File: config.mk
export PLATFORM = sky130hd
export DESIGN_NAME = cti_weights
export DESIGN_NICKNAME = d
export VERILOG_FILES = /design/src/cti_pkg.sv /design/src/cti_weights.sv
export SDC_FILE = /design/constraint.sdc
export NUM_CORES = 2
export LEC_CHECK = 0
export BUFFER_PORTS_ARGS = -buffer_cell sky130_fd_sc_hd__buf_4
export CORE_ASPECT_RATIO = 2
export CORE_MARGIN = 5
export CORE_UTILIZATION = 40
export DETAILED_ROUTE_END_ITERATION = 10
export GPL_ROUTABILITY_DRIVEN = 1
export GPL_TIMING_DRIVEN = 0
export PLACE_DENSITY = 0.57
export SYNTH_ARGS = -nofsm -noshare
export SYNTH_HDL_FRONTEND = slang
export SYNTH_SLANG_ARGS = --single-unit
File: constraint.sdc
create_clock -name clk -period 19.88 [get_ports clk]
set_input_delay 2.982 -clock clk [delete_from_list [all_inputs] [get_ports clk]]
set_output_delay 2.982 -clock clk [all_outputs]
set_load 0.01 [all_outputs]
File: src/cti_pkg.sv
`timescale 1ns / 1ps
`default_nettype none
// ----------------------------------------------------------------------------
// cti_pkg
// Shared types and corner indexes for the interpolating CMYK to RGB converter.
// ----------------------------------------------------------------------------
package cti_pkg;

  localparam int CORNERS = 8;

  // corner order of the weight vectors
  localparam logic [2:0] CRN_WHITE   = 3'd0;
  localparam logic [2:0] CRN_YELLOW  = 3'd1;
  localparam logic [2:0] CRN_MAGENTA = 3'd2;
  localparam logic [2:0] CRN_MY      = 3'd3;
  localparam logic [2:0] CRN_CYAN    = 3'd4;
  localparam logic [2:0] CRN_CY      = 3'd5;
  localparam logic [2:0] CRN_CM      = 3'd6;
  localparam logic [2:0] CRN_CMY     = 3'd7;

  typedef struct packed {
    logic [7:0] cyan;
    logic [7:0] magenta;
    logic [7:0] yellow;
    logic [7:0] black;
  } cmyk_t;

  typedef struct packed {
    logic [7:0] red;
    logic [7:0] green;
    logic [7:0] blue;
  } rgb_t;

  // corner weights of the c, m, y cube, plus scaled black
  typedef struct packed {
    logic                      is_white;
    logic                      is_black;
    logic [8:0]                k;
    logic [CORNERS-1:0][23:0]  w;
  } weight_t;

  // each corner weight but the full-ink one split by black into a lit and a dark part
  typedef struct packed {
    logic                      is_white;
    logic                      is_black;
    logic [CORNERS-2:0][23:0]  hi;
    logic [CORNERS-1:0][31:0]  lo;
  } split_t;

endpackage
`default_nettype wire

File: src/cti_weights.sv
`timescale 1ns / 1ps
`default_nettype none
// ----------------------------------------------------------------------------
// cti_weights
// Three stages: channel scaling, c/m face weights, then the eight cube
// corner weights.
// ----------------------------------------------------------------------------
module cti_weights
  import cti_pkg::*;
(
  input  wire logic    clk,
  input  wire logic    rst,
  input  wire logic    in_valid,
  output logic         in_ready,
  input  wire cmyk_t   in_data,
  output logic         out_valid,
  input  wire logic    out_ready,
  output weight_t      out_data
);

  logic v1, v2, v3;
  logic adv1, adv2, adv3;

  // stage 1: scaled channels
  logic [8:0] c1, m1, k1;
  logic [7:0] y1;
  logic       white1, black1;

  // stage 2: face weights, order c1m1, c1m, cm1, cm
  logic [3:0][16:0] f2;
  logic [7:0]       y2;
  logic [8:0]       k2;
  logic             white2, black2;

  weight_t s3;

  logic [8:0]       ye;
  logic [17:0]      cm_full, c1m_full, cm1_full, c1m1_full;
  logic [3:0][16:0] f2_next;
  logic [7:0][23:0] w_next;
  logic [23:0]      wy;

  assign adv3     = !v3 || out_ready;
  assign adv2     = !v2 || adv3;
  assign adv1     = !v1 || adv2;
  assign in_ready = adv1;

  assign ye = 9'(in_data.yellow) + 9'(in_data.yellow[7]);

  always_comb begin
    cm_full   = 18'(c1) * 18'(m1);
    c1m_full  = 18'({m1, 8'd0}) - cm_full;
    cm1_full  = 18'({c1, 8'd0}) - cm_full;
    c1m1_full = 18'({9'(9'd256 - m1), 8'd0}) - cm1_full;
    f2_next[0] = c1m1_full[16:0];
    f2_next[1] = c1m_full[16:0];
    f2_next[2] = cm1_full[16:0];
    f2_next[3] = cm_full[16:0];
  end

  // each face weight gives the corner without and with yellow
  always_comb begin
    wy = '0;
    for (int j = 0; j < 4; j++) begin
      wy = 24'(f2[j]) * 24'(y2);
      w_next[2*j]   = 24'({f2[j], 7'd0}) - wy;
      w_next[2*j+1] = wy;
    end
  end

  always_ff @(posedge clk) begin
    if (rst) begin
      v1 <= 1'b0;
      v2 <= 1'b0;
      v3 <= 1'b0;
    end else begin
      if (adv1) v1 <= in_valid;
      if (adv2) v2 <= v1;
      if (adv3) v3 <= v2;
    end
  end

  always_ff @(posedge clk) begin
    if (adv1) begin
      c1     <= 9'(in_data.cyan) + 9'(in_data.cyan[7]);
      m1     <= 9'(in_data.magenta) + 9'(in_data.magenta[7]);
      k1     <= 9'(in_data.black) + 9'(in_data.black[7]);
      y1     <= ye[8:1];
      white1 <= (in_data.cyan == 8'd0) && (in_data.magenta == 8'd0) &&
                (in_data.yellow == 8'd0) && (in_data.black == 8'd0);
      black1 <= (in_data.black == 8'hFF);
    end
    if (adv2) begin
      f2     <= f2_next;
      y2     <= y1;
      k2     <= k1;
      white2 <= white1;
      black2 <= black1;
    end
    if (adv3) begin
      s3.w        <= w_next;
      s3.k        <= k2;
      s3.is_white <= white2;
      s3.is_black <= black2;
    end
  end

  assign out_valid = v3;
  assign out_data  = s3;

endmodule
`default_nettype wire

==> results.ini <==
[global_route]
first_global_vias = 24390
grt_overflow = 0
grt_usage = 0.203
antenna_found_initial = 1
grt_pass1_wl_um = 137000
grt_max_degree = 116

[cells_and_area]
fin_util = 0.455
antenna_cells = 0
final_design_area_no_fill_um2 = 36600
final_nets = 4195
fillers = 7814
layout-drive-gt1-share = 0.104
area_growth_pct = 12.9

[critical_path]
setup.worst_path.end_class = flop
crit_required_ns = 20.24
slowest_delay_ns = 0.69
arrival_ns = 9.39
cp_common_cell = inv_1
cp-start-kind = flop
cp_max_fo = 10
reg2regPathDepth = 28
r2r_start = y2[7]
worst-path-buf-inv = 7
criticalPathCategory = reg -> reg
reg2reg_slack_ns = 10.86
slowest_stage = clkbuf_1
reg2reg_to = out_data[71]
crit_family = adder cells

[cts]
cts_buffers = 31
post_cts_buffers = 0
holdBufCountCts = 0
clock_sinks = 297
cts_root_buf = clkbuf_16
cts_tree = yes
htree_levels = 1
clk_pin_slew_ns = 0.07
cts_resized = 0
clkLatencyLatePin_ns = 0.64
cts_buffer_depth = 3

[drt]
antenna_left = 0
viasPerCell = 5.10
totalWireLength_um = 88600
drtIter0Drc = 1019
route.detailed.drc = 0
vias = 23273
wl_per_cell_um = 19.4
first_pass_iters = 6

[timing]
max_freq_mhz = 111
worstMarginPinSlew_ns = 1.17
finalHoldViolations = 0
holdWs_ns = 0.413
tns_ns = 0
setup_viol = 0
rsz0062_at_grt = false
slew_violations = 0
layout_min_cycle_time_ns = 9.02
min_period_over_period = 0.454
fin_skew_ns = 0.0300
relSlewSlack = 0.221

[hold_path]
worstHoldEndpoint = k2[1]
worstHoldPathType = reg -> reg
worstHoldStart = k1[1]
hold_depth = 0

[synth]
synth_top_area_frac = 0.272
ys_ff_latch = 297
synth_area_leaders = edfxtp_1 27%, fa_1 23%, ha_1 11%
ys.flop_type = edfxtp_1
synth.most_common_cell = inv_1
async_flop_share = 0
synth_edf_count = 294
synth_common_cells = 557 x inv_1, 378 x fa_1, 331 x nand2_1
yosysWarnings = 0
synth_nets = 3920
synth.distinct_cells = 90
synth-simple-area-share = 0.149
synth_top_family_by_area = adder cells
synth_xor_area_frac = 0.0683
synthAdderAreaFrac = 0.345
yosysSeqAreaShare = 0.274
synth-compound-area-share = 0.0842
yosys.area.top_type = edfxtp_1
syn_area_um2 = 32400
synth_area_per_cell_um2 = 10.1
syn_inst = 3221
synthMuxAreaShare = 0.00166

[floorplanning]
ioPinCount = 241
die_height_um = 413
core_area_um2 = 80400
fp.dieW_um = 211
rows = 147
start_util = 0.403
die-area_um2 = 87200

[placement]
place.port_buffers = 240
place_congestion = 0.909
hpwl_um = 73100
placed_area_um2 = 35600

[run]
maxCapViolations = 0

[status]
outcome = finished clean

==> layer usage <==
metal  up-vias  GRT usage  wire length, um
met5         -          0                0
met4         0      0.134             7270
met3       182     0.0218             3600
met2       524      0.380            47100
met1     11566      0.210            30700
li1      11001          -                -
==> area by class of cell <==
class | instances | area, um2 | share of cell area
buffer | 96 | 448 | 0.0122
clock buffer | 33 | 783 | 0.0214
inverter | 558 | 2100 | 0.0575
clock inverter | 22 | 220 | 0.00602
timing repair buffer | 242 | 1860 | 0.0507
multi-input combinational | 2270 | 21000 | 0.574
sequential | 297 | 8890 | 0.243
tap | 1043 | 1310 | 0.0357
==> worst max-delay path by stage <==
stage | from | slack, ns | to | depth (start not counted)
4_1_cts | y2[7] | 10.89 | out_data[71] | 28
3_5_place_dp | y2[7] | 10.96 | out_data[71] | 28
6_report | y2[7] | 10.86 | out_data[71] | 28
2_1_floorplan | out_ready | 12.81 | out_data[0] | 2
5_1_grt | y2[7] | 10.37 | out_data[71] | 28
3_3_place_gp | out_ready | 11.02 | out_data[190] | 3
==> registers in the layout, summed over array words and instances, names as in the netlist, 8 cells and up <==
name      count
out_data    181
f2           57
c1            9
k1            9
k2            9
m1            9
y1            8
y2            8
==> cells by family (layout without fill, tap and decap cells) <==
logic type	count (synthesis)	in the layout
buffers and inverters	654	951
adders and majority gates	667	667
muxes	5	5
and+or+nand+nor	958	958
DFF	297	297
AOI/OAI and AO/OA	394	394
xor gates and xnor gates	246	246
==> per-stage QoR <==
stage               setup slack, ns  cells
floorplan                     12.81   3221
finish                        10.86   4561
detailed placement            10.96   4506
global route                  10.37   4561
global placement              11.02   4504
CTS                           10.89   4561
==> layout by cell type (no fill, tap or decap), drive strengths merged, types with 44 or more instances in the layout <==
cell type,n
a21o,54
a21oi,106
and2,294
buf,269
clkbuf,102
edfxtp,294
fa,378
ha,285
inv,565
nand2,331
nand3,44
nor2,123
o21ai,65
xnor2,178
xor2,65
Power is left out: the tool's default activity adds up to more than one toggle a clock period on the data nets, which glitch-free logic cannot reach.
