===== config.mk =====
export PLATFORM = sky130hd
export DESIGN_NAME = cti_corners
export DESIGN_NICKNAME = d
export VERILOG_FILES = /design/src/cti_pkg.sv /design/src/cti_corners.sv
export SDC_FILE = /design/constraint.sdc
export NUM_CORES = 2
export LEC_CHECK = 0
export BUFFER_PORTS_ARGS = -buffer_cell sky130_fd_sc_hd__buf_2
export CAP_MARGIN = 5
export CORE_ASPECT_RATIO = 0.9
export CORE_MARGIN = 1.5
export CORE_UTILIZATION = 45
export CTS_BUF_LIST = sky130_fd_sc_hd__clkbuf_2 sky130_fd_sc_hd__clkbuf_4 sky130_fd_sc_hd__clkbuf_8
export DETAILED_ROUTE_END_ITERATION = 10
export HOLD_SLACK_MARGIN = 0.02
export SYNTH_ARGS = -nofsm -noshare
export SYNTH_HDL_FRONTEND = slang
export SYNTH_SLANG_ARGS = --single-unit

===== constraint.sdc =====
create_clock -name clk -period 15.2 [get_ports clk]
set_input_delay 1.52 -clock clk [delete_from_list [all_inputs] [get_ports clk]]
set_output_delay 1.52 -clock clk [all_outputs]
set_load 0.05 [all_outputs]

===== src/cti_pkg.sv =====
`timescale 1ns / 1ps
`default_nettype none
// ----------------------------------------------------------------------------
// cti_pkg
// Shared types and corner indexes for the interpolating CMYK to RGB converter.
// ----------------------------------------------------------------------------
package cti_pkg;

  localparam int CORNERS = 8;

  // corner order of the weight vectors
  localparam logic [2:0] CRN_WHITE   = 3'd0;
  localparam logic [2:0] CRN_YELLOW  = 3'd1;
  localparam logic [2:0] CRN_MAGENTA = 3'd2;
  localparam logic [2:0] CRN_MY      = 3'd3;
  localparam logic [2:0] CRN_CYAN    = 3'd4;
  localparam logic [2:0] CRN_CY      = 3'd5;
  localparam logic [2:0] CRN_CM      = 3'd6;
  localparam logic [2:0] CRN_CMY     = 3'd7;

  typedef struct packed {
    logic [7:0] cyan;
    logic [7:0] magenta;
    logic [7:0] yellow;
    logic [7:0] black;
  } cmyk_t;

  typedef struct packed {
    logic [7:0] red;
    logic [7:0] green;
    logic [7:0] blue;
  } rgb_t;

  // corner weights of the c, m, y cube, plus scaled black
  typedef struct packed {
    logic                      is_white;
    logic                      is_black;
    logic [8:0]                k;
    logic [CORNERS-1:0][23:0]  w;
  } weight_t;

  // each corner weight but the full-ink one split by black into a lit and a dark part
  typedef struct packed {
    logic                      is_white;
    logic                      is_black;
    logic [CORNERS-2:0][23:0]  hi;
    logic [CORNERS-1:0][31:0]  lo;
  } split_t;

endpackage
`default_nettype wire


===== src/cti_corners.sv =====
`timescale 1ns / 1ps
`default_nettype none
// ----------------------------------------------------------------------------
// cti_corners
// One stage that splits every corner weight but the full-ink one by the black
// amount, giving fifteen of the sixteen corners of the four-dimensional cube.
// ----------------------------------------------------------------------------
module cti_corners
  import cti_pkg::*;
(
  input  wire logic    clk,
  input  wire logic    rst,
  input  wire logic    in_valid,
  output logic         in_ready,
  input  wire weight_t in_data,
  output logic         out_valid,
  input  wire logic    out_ready,
  output split_t       out_data
);

  logic   v4;
  split_t s4, s4_next;
  logic [31:0] hk;

  assign in_ready = !v4 || out_ready;

  always_comb begin
    hk = '0;
    s4_next.is_white = in_data.is_white;
    s4_next.is_black = in_data.is_black;
    for (int i = 0; i < CORNERS - 1; i++) begin
      hk = 32'(in_data.w[i]) * 32'(in_data.k);
      s4_next.hi[i] = hk[31:8];
      s4_next.lo[i] = {in_data.w[i], 8'd0} - hk;
    end
    // the full-ink corner only needs its lit part
    s4_next.lo[CRN_CMY] = 32'(in_data.w[CRN_CMY]) * 32'(9'(9'd256 - in_data.k));
  end

  always_ff @(posedge clk) begin
    if (rst) begin
      v4 <= 1'b0;
    end else if (in_ready) begin
      v4 <= in_valid;
    end
  end

  always_ff @(posedge clk) begin
    if (in_ready) s4 <= s4_next;
  end

  assign out_valid = v4;
  assign out_data  = s4;

endmodule
`default_nettype wire


==> Implementation_results.wiki <==
{| class="wikitable"
! Metric !! Value
|-
| Vias per inst || 5.19
|-
| Setup ws final || 5140 ps
|-
| CTS hold repair buffers || 0
|-
| Half-perimeter wire length after placement || 153000 microns
|-
| Tmin final || 10060 ps
|-
| Synth Cell Area || 75800 sq um
|-
| Htree depth || 3
|-
| Hold path startpoint || rst
|-
| Overall die height || 392 microns
|-
| Leading cell types by count after synthesis || inv_1, fa_1, nand2_1
|-
| Starting Density || 45.5%
|-
| Most repeated cell in the gate-level netlist after synthesis || inv_1
|-
| Leftover overflow at the end of global routing || 0
|-
| Placement Setup Slack || 4300 ps
|-
| Fraction of synthesized cell area taken by the top area cell type || 32.5%
|-
| Top_reg_cell synth || edfxtp_1
|-
| Number of failing setup endpoints in the final timing report || 0
|-
| Initial DRT Pass Iterations || 5
|-
| Max stage delay on crit path || 770 ps
|-
| Clock tree from TritonCTS || done
|-
| Area of the die || 171000 sq um
|-
| Post-cts resize count || 0
|-
| Final-report hold violation count || 0
|-
| Reg-to-reg slack, setup || 12440 ps
|-
| Hold path endpoint || out_valid
|-
| Cell count after synthesis || 8322
|-
| Final net count || 10.7k
|-
| Floorplan die width || 436 microns
|-
| Port Buffers || 634
|-
| Largest clock skew in the final design || 77.2 ps
|-
| Antenna violations before repair || 23
|-
| Insertion delay of the later-clocked pin in the worst-skew pair || 880 ps
|-
| Maximum clock path buffer count || 3
|-
| Post-detailed-route count of antenna-violating nets || 0
|-
| Share of layout cells above drive strength 1 || 10.2%
|-
| Sinks on Clock Net || 427
|-
| Via count of the routed design || 57.3k
|-
| Kind of critical path || primary input to flip-flop
|-
| Final period util || 66.2%
|-
| Avg WL per Cell || 18.0 microns
|-
| Slew at the pin with the worst max-slew slack || 1180 ps
|-
| Crit path max fanout || 54
|-
| Cell type with the largest total area after synthesis || fa_1
|-
| WHS Path Cells || 2
|-
| Fraction of registers with async set/reset || 0%
|-
| Outcome || finished, final reports clean
|-
| Clock Pin Slew Worst Setup and Hold Paths || 60 ps
|-
| Layout filler cell count || 15.8k
|-
| CTS Buf Count || 79
|-
| Cell occurring most often along the worst timing path || inv_1
|-
| Last weighted congestion value of the routability-driven placer || 0.877
|-
| Synth unique cells || 104
|-
| Area taken by flip-flops and latches || 12800 sq um
|-
| Max Clock Freq || 99.4 MHz
|-
| Sequential element share of the synthesized area || 16.9%
|-
| Wire length reported by the detailed router || 199000 microns
|-
| Required time of the worst setup path || 15780 ps
|-
| Total core area || 167000 sq um
|-
| Reg2Reg Launch Point || out_valid
|-
| Setup repair after global routing missed its margin || false
|-
| Root Buffer || clkbuf_8
|-
| Number of global-route vias before repair || 60.3k
|-
| Overall track demand over capacity in global routing || 23.6%
|-
| Number of cells on the worst reg-to-reg path || 3
|-
| Sort of element at the end of the critical path || flip-flop
|-
| CP Data Arrival Time || 10630 ps
|-
| Number of pins with negative max-slew slack in the final report || 0
|-
| Worst min path class || primary input to flip-flop
|-
| Max-cap check violation count || 0
|-
| Total Negative Setup Slacks || 0 ps
|-
| Number of enable-type register cells in the synthesized netlist || 426
|-
| First-pass GRT wire length || 323000 microns
|-
| Top-Level Pins || 635
|-
| Cells taking the most area after synthesis || fa_1, edfxtp_1, inv_1
|-
| Kind of launch point of the worst setup path || primary input
|-
| Worst rel slew slack || 21.4%
|-
| Synthesized area per cell || 9.11 sq um
|-
| Post-CTS Setup Repair Bufs || 0
|-
| Initial detailed-routing violation count || 2925
|-
| Synthesis-stage register bit count || 427
|-
| Pin count of the biggest net entering global routing || 138
|-
| Reg-to-reg critical path endpoint || out_data[296]
|-
| P&R area growth vs syn || 8.87%
|-
| Final Core Density || 49.5%
|-
| Area taken by multi-input logic gates || 55200 sq um
|-
| Synth Net Count || 10.3k
|-
| DR DRC count || 0
|-
| Cell type of the slowest stage on the worst timing path || buf_4
|-
| Warning count from the yosys run || 0
|-
| Site row count || 142
|}
[worst max-delay path, delay by kind of cell]
family,cells,cell delay [ps]
xor gates and xnor gates,2,260
AOI/OAI and AO/OA,14,3020
and+or+nand+nor,6,1000
buffers and inverters,8,1970
adders and majority gates,8,2760
[registers in the layout, indices dropped and copies added, names as in the netlist]
register and cells:
out_data 426, out_valid 1
[cell type report]
type | count | area share, %
sequential | 427 | 15.5
inverter | 1756 | 7.98
antenna | 17 | 0.0515
timing repair buffer | 665 | 4.27
multi-input combinational | 5802 | 66.9
clock inverter | 44 | 0.440
clock buffer | 98 | 1.50
tap | 2232 | 3.38
[routing by layer]
layer / vias up / share of wire [%] / global-route usage (%)
met5: - / 0.053 / 0
met4: 16 / 3.7 / 8.56
met2: 1223 / 49 / 40.6
li1: 26700 / - / -
met1: 29100 / 43 / 30.5
met3: 298 / 4.0 / 3.05
[cells in the final DEF (no fill, tap or decap), types with 13 or more instances in the layout]
cell type,instances
o2111ai_1,15
clkinv_1,13
a2111oi_0,17
o211ai_1,25
buf_4,28
nand2_1,990
a21oi_1,223
clkbuf_4,18
edfxtp_1,426
and2_1,959
clkbuf_8,80
a21o_1,108
diode_2,17
nand4_1,24
and3_1,44
maj3_1,49
nand3_1,82
o21ai_1,15
clkinv_2,16
inv_1,1755
xor2_1,126
or3_1,40
a31oi_1,33
a211oi_1,30
nor2b_1,45
o21bai_1,27
nor3_1,102
o21a_1,39
buf_2,625
ha_1,493
o21ai_0,144
a21boi_0,14
fa_1,1232
or2_2,31
nor2_1,238
nand2b_1,60
xnor2_1,290
o31ai_1,23
[cells by family (layout without fill, tap and decap cells)]
kind of cell    after synthesis  in the layout  synth area share, %
buf+inv                    2093           2563                 10.4
other cells                   0             17                    0
compound gates              902            902                 8.24
flops                       427            427                 16.9
mux                           5              5               0.0841
simple gates               2689           2689                 18.0
xor+xnor                    424            424                 4.98
fa+ha+maj                  1782           1782                 41.4
[stage by stage]
stage / instances / area [sq um] / hold WS [ps]
final: 11000 / 82600 / 863
after global routing: 11000 / 82500 / 823
after CTS: 11000 / 82500 / 768
after detailed placement: 10900 / 80900 / 968
after global placement: 10900 / 80900 / 969
after floorplan: 8322 / 75800 / 1590
[how the worst max path moves through the flow]
stage / cells after the start / from / end / slack, ps
2_1_floorplan: 1 / out_ready / in_ready / 1640
3_3_place_gp: 36 / in_data[194] / out_data[127] / 4520
3_5_place_dp: 37 / in_data[193] / out_data[156] / 4300
4_1_cts: 37 / in_data[193] / out_data[156] / 5180
5_1_grt: 38 / in_data[194] / out_data[157] / 4600
6_report: 38 / in_data[194] / out_data[156] / 5140
Power is left out: the tool's default activity adds up to more than one toggle a clock period on the data nets, which glitch-free logic cannot reach.
